==> src/design/frpgd_pkg.sv <==
// Package of types and constants shared by the feed record parser and gap detector.
`default_nettype none
package frpgd_pkg;

    localparam int RECORD_BYTES = 17;
    localparam int POS_W        = 5;
    localparam logic [POS_W-1:0] LAST_POS = POS_W'(RECORD_BYTES - 1);

    localparam int DATA_W = 32;
    localparam int ADDR_W = 3;

    localparam logic [ADDR_W-3:0] REG_FIRST_SEQUENCE = '0;
    localparam logic [DATA_W-1:0] FIRST_SEQUENCE_RESET = 32'd1;

    typedef struct packed {
        logic [7:0] feed_byte;
        logic       buffer_start;
    } in_t;

    typedef struct packed {
        logic        [31:0] symbol;
        logic        [7:0]  side;
        logic signed [31:0] quantity;
        logic signed [31:0] price;
        logic signed [31:0] sequence_res;
        logic signed [31:0] gap_first;
        logic        [31:0] gap_count;
        logic               stale;
    } out_t;

    typedef struct packed {
        logic        [31:0] symbol;
        logic        [7:0]  side;
        logic signed [31:0] quantity;
        logic signed [31:0] price;
        logic signed [31:0] sequence_num;
    } record_t;

    typedef struct packed {
        logic              load;
        logic [DATA_W-1:0] value;
    } cfg_t;

endpackage
`default_nettype wire

==> src/design/frpgd_regs.sv <==
// Configuration register bank holding the first expected sequence number.
`default_nettype none
module frpgd_regs
    import frpgd_pkg::*;
(
    input  wire logic              aclk,
    input  wire logic              aresetn,
    input  wire logic              psel,
    input  wire logic              penable,
    input  wire logic              pwrite,
    input  wire logic [ADDR_W-1:0] paddr,
    input  wire logic [DATA_W-1:0] pwdata,
    output logic      [DATA_W-1:0] prdata,
    output logic                   pready,
    output cfg_t                   cfg
);

    logic [DATA_W-1:0] first_seq_reg;
    logic              wr_first;

    assign pready   = 1'b1;
    assign wr_first = psel && penable && pwrite && (paddr[ADDR_W-1:2] == REG_FIRST_SEQUENCE);

    always_ff @(posedge aclk) begin
        if (!aresetn) begin
            first_seq_reg <= FIRST_SEQUENCE_RESET;
        end else if (wr_first) begin
            first_seq_reg <= pwdata;
        end
    end

    always_comb begin
        unique case (paddr[ADDR_W-1:2])
            REG_FIRST_SEQUENCE: prdata = first_seq_reg;
            default:            prdata = '0;
        endcase
    end

    assign cfg.load  = wr_first;
    assign cfg.value = pwdata;

endmodule
`default_nettype wire

==> src/design/frpgd_framer.sv <==
// Byte framer that gathers feed bytes into complete records.
`default_nettype none
module frpgd_framer
    import frpgd_pkg::*;
(
    input  wire logic aclk,
    input  wire logic aresetn,
    input  wire logic byte_valid,
    input  wire in_t  byte_in,
    output logic      byte_ready,
    output logic      rec_valid,
    output record_t   rec,
    input  wire logic rec_take
);

    logic [POS_W-1:0] pos_reg;
    logic [POS_W-1:0] pos_next;
    logic [POS_W-1:0] pos_eff;
    logic [127:0]     shift_reg;
    logic [127:0]     shift_next;
    logic             rec_valid_reg;
    logic             rec_valid_next;
    record_t          rec_reg;
    record_t          rec_next;
    logic             byte_fire;
    logic             last_byte;
    logic [135:0]     full_rec;

    assign byte_ready = !rec_valid_reg || rec_take;
    assign byte_fire  = byte_valid && byte_ready;
    assign pos_eff    = byte_in.buffer_start ? '0 : pos_reg;
    assign last_byte  = (pos_eff == LAST_POS);
    assign full_rec   = {shift_reg, byte_in.feed_byte};

    always_comb begin
        pos_next       = pos_reg;
        shift_next     = shift_reg;
        rec_valid_next = rec_valid_reg && !rec_take;
        rec_next       = rec_reg;
        if (byte_fire) begin
            if (last_byte) begin
                pos_next              = '0;
                rec_valid_next        = 1'b1;
                rec_next.symbol       = full_rec[135:104];
                rec_next.side         = full_rec[103:96];
                rec_next.quantity     = full_rec[95:64];
                rec_next.price        = full_rec[63:32];
                rec_next.sequence_num = full_rec[31:0];
            end else begin
                pos_next   = pos_eff + POS_W'(1);
                shift_next = {shift_reg[119:0], byte_in.feed_byte};
            end
        end
    end

    always_ff @(posedge aclk) begin
        if (!aresetn) begin
            pos_reg       <= '0;
            rec_valid_reg <= 1'b0;
        end else begin
            pos_reg       <= pos_next;
            rec_valid_reg <= rec_valid_next;
        end
    end

    always_ff @(posedge aclk) begin
        shift_reg <= shift_next;
        rec_reg   <= rec_next;
    end

    assign rec_valid = rec_valid_reg;
    assign rec       = rec_reg;

    a_pos_range: assert property (@(posedge aclk) disable iff (!aresetn)
        pos_reg <= LAST_POS)
        else $error("framer position beyond the last record byte");

endmodule
`default_nettype wire

==> src/design/frpgd_checker.sv <==
// Sequence checker that detects gaps and stale records and holds the result register.
`default_nettype none
module frpgd_checker
    import frpgd_pkg::*;
(
    input  wire logic    aclk,
    input  wire logic    aresetn,
    input  wire cfg_t    cfg,
    input  wire logic    rec_valid,
    input  wire record_t rec,
    output logic         rec_take,
    output logic         out_valid,
    output out_t         out_data,
    input  wire logic    out_ready
);

    logic [31:0] exp_reg;
    logic [31:0] exp_next;
    logic        out_valid_reg;
    logic        out_valid_next;
    out_t        out_reg;
    out_t        out_next;
    logic        stale_c;
    logic        gap_c;

    assign rec_take = rec_valid && (!out_valid_reg || out_ready);
    assign stale_c  = $signed(rec.sequence_num) < $signed(exp_reg);
    assign gap_c    = $signed(rec.sequence_num) > $signed(exp_reg);

    always_comb begin
        exp_next       = exp_reg;
        out_valid_next = out_valid_reg && !out_ready;
        out_next       = out_reg;
        if (cfg.load) begin
            exp_next = cfg.value;
        end
        if (rec_take) begin
            out_valid_next        = 1'b1;
            out_next.symbol       = rec.symbol;
            out_next.side         = rec.side;
            out_next.quantity     = rec.quantity;
            out_next.price        = rec.price;
            out_next.sequence_res = rec.sequence_num;
            out_next.stale        = stale_c;
            out_next.gap_first    = gap_c ? $signed(exp_reg) : '0;
            out_next.gap_count    = gap_c ? (rec.sequence_num - exp_reg) : '0;
            if (!stale_c) begin
                exp_next = rec.sequence_num + 32'd1;
            end
        end
    end

    always_ff @(posedge aclk) begin
        if (!aresetn) begin
            exp_reg       <= FIRST_SEQUENCE_RESET;
            out_valid_reg <= 1'b0;
        end else begin
            exp_reg       <= exp_next;
            out_valid_reg <= out_valid_next;
        end
    end

    always_ff @(posedge aclk) begin
        out_reg <= out_next;
    end

    assign out_valid = out_valid_reg;
    assign out_data  = out_reg;

    a_stale_no_gap: assert property (@(posedge aclk) disable iff (!aresetn)
        out_valid_reg && out_reg.stale |-> (out_reg.gap_count == '0) && (out_reg.gap_first == '0))
        else $error("stale record reported with a gap");

    a_gap_span: assert property (@(posedge aclk) disable iff (!aresetn)
        out_valid_reg && (out_reg.gap_count != '0) |->
            (out_reg.sequence_res - out_reg.gap_first) == out_reg.gap_count)
        else $error("gap count does not match the missing run");

    a_expected_advance: assert property (@(posedge aclk) disable iff (!aresetn)
        rec_take && !stale_c && !cfg.load |=> exp_reg == $past(rec.sequence_num) + 32'd1)
        else $error("expected sequence not advanced past the accepted record");

endmodule
`default_nettype wire

==> src/design/feed_record_parser_gap_detect.sv <==
// Top level of the market feed record parser with sequence gap detection.
//
// Feed bytes arrive on the s_ channel, one transfer per byte, with buffer_start
// marking the first byte of a new buffer; a partial record is then dropped.
// Every 17 bytes form a record, and the last byte of a record yields one
// transfer on the m_ channel with the decoded fields and the sequence check.
// The block accepts one byte every clock cycle while s_ready is high. The result
// becomes valid once the record register has passed the completed record to the
// result register, and then transfers when m_ready is high.
// When the receiver stalls, the result register holds and the framer keeps
// taking bytes until a second completed record has to wait in the record
// register, at which point s_ready falls.
// The APB port holds first_sequence at address 0; writing it also loads the
// expected sequence number and must only be done while the block is idle.
// Reset clears the framing position and both valid flags, and sets the first
// and expected sequence numbers to 1.
`default_nettype none
module feed_record_parser_gap_detect
    import frpgd_pkg::*;
(
    input  wire logic              aclk,
    input  wire logic              aresetn,
    input  wire logic              s_valid,
    output logic                   s_ready,
    input  wire in_t               s_payload,
    output logic                   m_valid,
    input  wire logic              m_ready,
    output out_t                   m_payload,
    input  wire logic              psel,
    input  wire logic              penable,
    input  wire logic              pwrite,
    input  wire logic [ADDR_W-1:0] paddr,
    input  wire logic [DATA_W-1:0] pwdata,
    output logic      [DATA_W-1:0] prdata,
    output logic                   pready
);

    cfg_t    cfg;
    record_t rec;
    logic    rec_valid;
    logic    rec_take;

    frpgd_regs u_regs (
        .aclk    (aclk),
        .aresetn (aresetn),
        .psel    (psel),
        .penable (penable),
        .pwrite  (pwrite),
        .paddr   (paddr),
        .pwdata  (pwdata),
        .prdata  (prdata),
        .pready  (pready),
        .cfg     (cfg)
    );

    frpgd_framer u_framer (
        .aclk       (aclk),
        .aresetn    (aresetn),
        .byte_valid (s_valid),
        .byte_in    (s_payload),
        .byte_ready (s_ready),
        .rec_valid  (rec_valid),
        .rec        (rec),
        .rec_take   (rec_take)
    );

    frpgd_checker u_checker (
        .aclk      (aclk),
        .aresetn   (aresetn),
        .cfg       (cfg),
        .rec_valid (rec_valid),
        .rec       (rec),
        .rec_take  (rec_take),
        .out_valid (m_valid),
        .out_data  (m_payload),
        .out_ready (m_ready)
    );

endmodule
`default_nettype wire
==> config.mk <==
export PLATFORM = sky130hd
export DESIGN_NAME = feed_record_parser_gap_detect
export DESIGN_NICKNAME = d
export VERILOG_FILES = /design/src/design/frpgd_pkg.sv /design/src/design/frpgd_regs.sv /design/src/design/frpgd_framer.sv /design/src/design/frpgd_checker.sv /design/src/design/feed_record_parser_gap_detect.sv
export SDC_FILE = /design/constraint.sdc
export NUM_CORES = 1
export LEC_CHECK = 0
export BUFFER_PORTS_ARGS = -buffer_cell sky130_fd_sc_hd__buf_2
export CAP_MARGIN = 10
export CELL_PAD_IN_SITES_DETAIL_PLACEMENT = 1
export CELL_PAD_IN_SITES_GLOBAL_PLACEMENT = 1
export CORE_AREA = 8 8 227 207
export CTS_CLUSTER_DIAMETER = 100
export DETAILED_ROUTE_END_ITERATION = 12
export DIE_AREA = 0 0 235 215
export PLACE_DENSITY = 0.89
export RECOVER_POWER = 100
export SLEW_MARGIN = 40
export SYNTH_ARGS = -nofsm -noshare
export SYNTH_HDL_FRONTEND = slang
export SYNTH_SLANG_ARGS = --single-unit
export TNS_END_PERCENT = 30
==> constraint.sdc <==
create_clock -name aclk -period 16.2 [get_ports aclk]
set_input_delay 2.43 -clock aclk [delete_from_list [all_inputs] [get_ports aclk]]
set_output_delay 2.43 -clock aclk [all_outputs]
set_load 0.01 [all_outputs]
* Word-level counts from Yosys, hierarchy flattened
Cells that the tools add are included.
Widths: inputs -> output; s select.
** Storage, ports and cells
- Word-level logic and storage cells :: 51
- Input bits :: 51
- Memories kept :: 0
- ROM bits :: 0
- Flip-flop bits (word level) :: 536
- Bits in writable memories :: 0
- Bits in latches :: 0
- Output and inout bits :: 236
** Operators by class
- Bitwise gates (word level) :: 2
- Mux-type cells :: 9
- Reduce and logical (&&, ||, !) cells :: 15
- $add $sub $neg :: 3
- Shift-type cells :: 0
- Multiply operators :: 0
- Equal/unequal tests :: 1
- Div/mod/pow operators :: 0
- $lt $le $gt $ge :: 2
** Operator list (count)
- $mux 32 :: 4
- $add 32x1->32 const B :: 1
- $gt 32x32->1 :: 1
- $lt 32x32->1 :: 1
- $sub 32x32->32 :: 1
- $mux 5 :: 2
- $logic_and 1x1->1 :: 7
- $add 5x1->5 const B :: 1
- $eq 5x5->1 const B :: 1
- $logic_not 1->1 :: 4
- $reduce_and 2->1 :: 2
- $mux 1 :: 3
- $logic_or 1x1->1 :: 2
- $not 1->1 :: 2

* Depth between registers and ports, before layout
- Depth in word-level cells :: 7
- Depth in mapped cells :: 12
- Gate-level depth less buffers :: 11

* Cells and area by module
From an unflattened synthesis, not the netlist that was laid out.
** Second synthesis, totals
- Cells, all modules :: 1308
- Area total of the unflattened synthesis :: 20269.4 um^2
** Modules (own cells, without submodules)
- frpgd_checker :: times used 1, area an instance 10198.5 um^2, cells each 794, seq. area each 6696.4 um^2
- frpgd_framer :: times used 1, area an instance 8280.4 um^2, cells each 304, seq. area each 8047.7 um^2
- frpgd_regs :: times used 1, area an instance 1790.5 um^2, cells each 210, seq. area each 640.6 um^2

* Worst setup path before layout
No wires, ideal clock.
- Kind :: input -> register
- Start :: in m_ready
- End :: reg u_checker.exp_reg[0]
- Library setup time :: 134 ps
- Arrival :: 13699 ps
- Stages :: 6
- Slack :: 2368 ps
- Data required time :: 16066 ps
- Buffers on the path :: 1
- Cells stage by stage :: nor2b_1 nor2b_1 o211ai_1 clkbuf_1 a211oi_1 a41oi_1
** On the way
- Word-level cells in the longest chain between the ends :: 3
** Ends and longest elaborated chain
- start: declaration :: line feed_record_parser_gap_detect.sv:27 : input wire logic m_ready,
- $logic_or 1x1->1 :: line frpgd_checker.sv:26 : assign rec_take = rec_valid && (!out_valid_reg || out_ready);
- $logic_and 1x1->1 :: line frpgd_checker.sv:26
- net rec_take :: line feed_record_parser_gap_detect.sv:41 : logic rec_take;
- $mux 32 :: line frpgd_checker.sv:37 : if (rec_take) begin
- end signal: assignment :: line frpgd_checker.sv:58 : exp_reg <= exp_next;
- end: declaration :: line frpgd_checker.sv:17 : logic [31:0] exp_reg;
The timed path passes the listed nets, and every way through them passes these cells.
A chain may end at the register's enable or synchronous reset.

* Worst setup path after layout
- Start :: in s_payload[0] (netlist name)
- End :: reg u_framer.shift_reg[115], enable pin
** On the way
- Word-level cells in the longest chain between the ends :: 4
** Ends and longest elaborated chain
- start: declaration :: line feed_record_parser_gap_detect.sv:25 : input wire in_t s_payload,
- $mux 5 :: line frpgd_framer.sv:31 : assign pos_eff = byte_in.buffer_start ? '0 : pos_reg;
- $eq 5x5->1 :: line frpgd_framer.sv:32 : assign last_byte = (pos_eff == LAST_POS);
- $not 1->1 (no line)
- $reduce_and 2->1 (no line)
- end signal: assignment :: line frpgd_framer.sv:67 : shift_reg <= shift_next;
- end: declaration :: line frpgd_framer.sv:19 : logic [127:0] shift_reg;
Every way passes these cells.

==> run_results.csv <==
group,metric,value,unit
synthesis,synthAdderAreaFrac,2.29,%
routing,drt_iter0_markers,917,
grt,grt_pass1_vias,12640,
grt,grt_max_degree,156,
timing,finalHoldViolCount,0,
setup_path,path_cells,"clkbuf_1, nand2b_1, ha_1, and4b_1, nor2_4, clkbuf_1, clkbuf_1",
synthesis,synth_common_cells,"edfxtp_1 (465), nand2_1 (137), a21oi_1 (103), nor2_1 (84), dfxtp_1 (71)",
pwr,powerDensity,120,nW/um^2
pwr,power.total,0.00279,W
synthesis,yosys.area.top_type,"edfxtp_1",
clock_tree,cts_buffer_depth,3,
routing,wl_per_cell,23.8,microns
floorplan,ioPinCount,287,
timing,finClkSkew,0.0199,ns
timing,grt_setup_unrepaired,"false",
timing,fin_crit_sh,53.9,%
clock_tree,insertion_delay,0.61,ns
setup_path,cpPeakStageDelay,2.77,ns
synthesis,syn_nets,1378,
timing,tns,0,ns
layout,nets,1681,
timing,worstMarginPinSlew,4.31,ns
synthesis,ys_seq_elements,536,
setup_path,critPathBufInv,3,
floorplan,rows,73,
clock_tree,ctsHoldBuffers,0,
setup_path,crit_type,"in2reg",
clock_tree,cts_setup_buffers,0,
placement,post-place-ws,10.58,ns
synthesis,synth-seq-area-share,76.9,%
synthesis,yosys.area_share.simple,8.61,%
setup_path,worstPathRequired,16.33,ns
pwr,p_comb_share,1.9,%
clock_tree,path_clk_slew,0.06,ns
clock_tree,tritoncts,"yes",
job,drv_cap,10,
placement,dpl_cell_area,22000,sq um
grt,grt_use_total,20.1,%
synthesis,synthCells,1291,
placement,place_congestion,0.881,
layout,antenna_cells,0,
timing,maxSlewViolCount,544,
synthesis,synth_area,20000,sq um
pwr,p_sw,0.000566,W
pwr,leakagePower,7.64,nW
pwr,peakVddDrop,0.0956,mV
synthesis,ys.flop_type,"edfxtp_1",
floorplan,die_x,235,microns
placement,numPortBuffers,283,
clock_tree,h-tree-depth,2,
setup_path,crit_path_frequent_cell,"clkbuf_1",
placement,dp_hpwl,36700,microns
synthesis,synth_edf_count,465,
timing,setup_viol,0,
timing,period_minus_slack,8.73,ns
grt,antenna_found_initial,0,
setup_path,endpoint_kind,"flop",
synthesis,ys_async_sr_fraction,0,%
setup_path,critPathLaunchType,"input port",
synthesis,ys_types,65,
timing,slew-limit-headroom,-188,%
synthesis,muxShareOfSynthArea,0.0563,%
clock_tree,clock_sinks,536,
setup_path,cpMaxStageDelayCell,"clkbuf_1",
clock_tree,cts-resized-gates,0,
floorplan,core_area,43400,sq um
min_path,hold_path.class,"reg2reg",
synthesis,synth_top_area_share,69.8,%
grt,grt_first_pass_wirelength,78000,microns
floorplan,initial_core_util,46.1,%
floorplan,fp.dieH,215,microns
grt,grt.overflow.total,0,
routing,antenna_left,0,
pwr,switching_share,20.3,%
synthesis,synth_compound_area_share,7.88,%
layout,fill_cells,4301,
clock_tree,cts_root_buf,"clkbuf_16",
routing,drt-vias-per-instance,5.40,
pwr,p_int,0.00223,W
run_status,status,"finished with violations",
layout,area_delta_synth_final,16.6,%
run_status,violations,"max-capacitance violations, max-slew violations",
routing,firstDrtPassIters,5,
synthesis,syn-mean-instance-area,15.5,sq um
timing,fin_ws,7.47,ns
routing,drc,0,
synthesis,yosys-top-cells-area,"edfxtp_1 (70%), dfxtp_1 (7.1%), a21oi_1 (2.6%)",
layout,drive_gt1_share,9.36,%
synthesis,yosys_warnings,0,
routing,vias,11864,
synthesis,synth-xor-area-share,2.19,%
routing,finalWirelength,52300,microns
timing,fmax,0.115,GHz
pwr,clkPwrFrac,43.3,%
pwr,p_seq_share,54.8,%
layout,largest_reg_flops,201,
synthesis,synthMostInstantiatedCell,"edfxtp_1",
setup_path,path_max_fanout,68,
setup_path,cp_top_family,"buffers and inverters",
layout,final_area,23300,sq um
floorplan,dieArea,50500,sq um
synthesis,synth_top_family_by_area,"simple AND/OR/NAND/NOR gates",
clock_tree,numCtsBuffers,52,
setup_path,worstPathArrival,8.85,ns
==> cells in the final DEF (no fill, tap or decap), drive strengths merged, types with 4 or more instances in the layout <==
| cell type | n |
|---|---|
| nor2b | 36 |
| nor3 | 19 |
| bufinv | 6 |
| xnor2 | 34 |
| buf | 41 |
| o21bai | 4 |
| clkinv | 25 |
| a21o | 12 |
| nand4 | 9 |
| nand3 | 34 |
| a211oi | 4 |
| o21ai | 19 |
| inv | 49 |
| nor4 | 7 |
| and3 | 8 |
| nand2 | 137 |
| a21oi | 103 |
| and4 | 5 |
| xor2 | 16 |
| a21boi | 5 |
| o211ai | 6 |
| edfxtp | 465 |
| nand2b | 6 |
| a311oi | 30 |
| dfxtp | 71 |
| nor2 | 84 |
| o21a | 7 |
| clkbuf | 311 |
| ha | 35 |
==> metrics by stage <==
step / hold slack (ns) / utilization (%) / cells
2_1_floorplan: 0.400 / - / 1291
3_3_place_gp: 0.400 / 50.7 / 2099
3_5_place_dp: 0.406 / 50.8 / 2100
4_1_cts: 0.410 / 54.7 / 2195
5_1_grt: 0.417 / 53.8 / 2197
6_report: 0.417 / 53.8 / 2197
==> cell type report <==
class | instances | area, sq um | area share [%]
Clock buffer | 58 | 1330 | 5.72
Clock inverter | 37 | 380 | 1.63
Inverter | 46 | 173 | 0.740
Multi-Input combinational cell | 664 | 4160 | 17.9
Sequential cell | 536 | 15400 | 66.0
Tap cell | 562 | 703 | 3.02
Timing Repair Buffer | 294 | 1180 | 5.07
==> power groups by stage <==
stage                     sequential (W)  clock (W)  combinational [W]
final                            0.00153    0.00121          0.0000522
after CTS                        0.00153    0.00124          0.0000543
after detailed placement         0.00156          0          0.0000539
after floorplan                  0.00156          0          0.0000335
after global routing             0.00153    0.00128          0.0000577
after global placement           0.00156          0          0.0000517
==> worst paths after layout <==
check | startpoint | cells past startpoint | slack [ns] | end
hold reg to reg | u_framer.shift_reg[127]$_DFFE_PP_ | 0 | 0.42 | u_framer.rec[135]$_DFFE_PP_
hold / removal | u_framer.shift_reg[127]$_DFFE_PP_ | 0 | 0.42 | u_framer.rec[135]$_DFFE_PP_
setup / recovery | s_payload[0] | 7 | 7.47 | u_framer.shift_reg[115]$_DFFE_PP_
setup reg to reg | u_framer.pos_reg[0]$_SDFFE_PN0P_ | 6 | 9.19 | u_framer.shift_reg[115]$_DFFE_PP_
==> kinds of logic (layout without fill, tap and decap cells) <==
group	count (synthesis)	after routing
flip-flops	536	536
AO/OA/AOI/OAI	214	214
AND/OR/NAND/NOR	362	362
buffers and inverters	91	435
multiplexers	1	1
adder cells (fa/ha/maj)	36	36
XOR/XNOR	50	50
other	1	1
==> metal layers <==
metal	track usage [%]	share of wire (%)	vias to the layer above
met3	4.17	5.5	83
met2	35.8	51	378
met4	4.96	2.5	0
met1	24.7	41	5986
li1	-	-	5417
met5	0	0	-
Note: power is estimated with default switching activity, not from simulation.
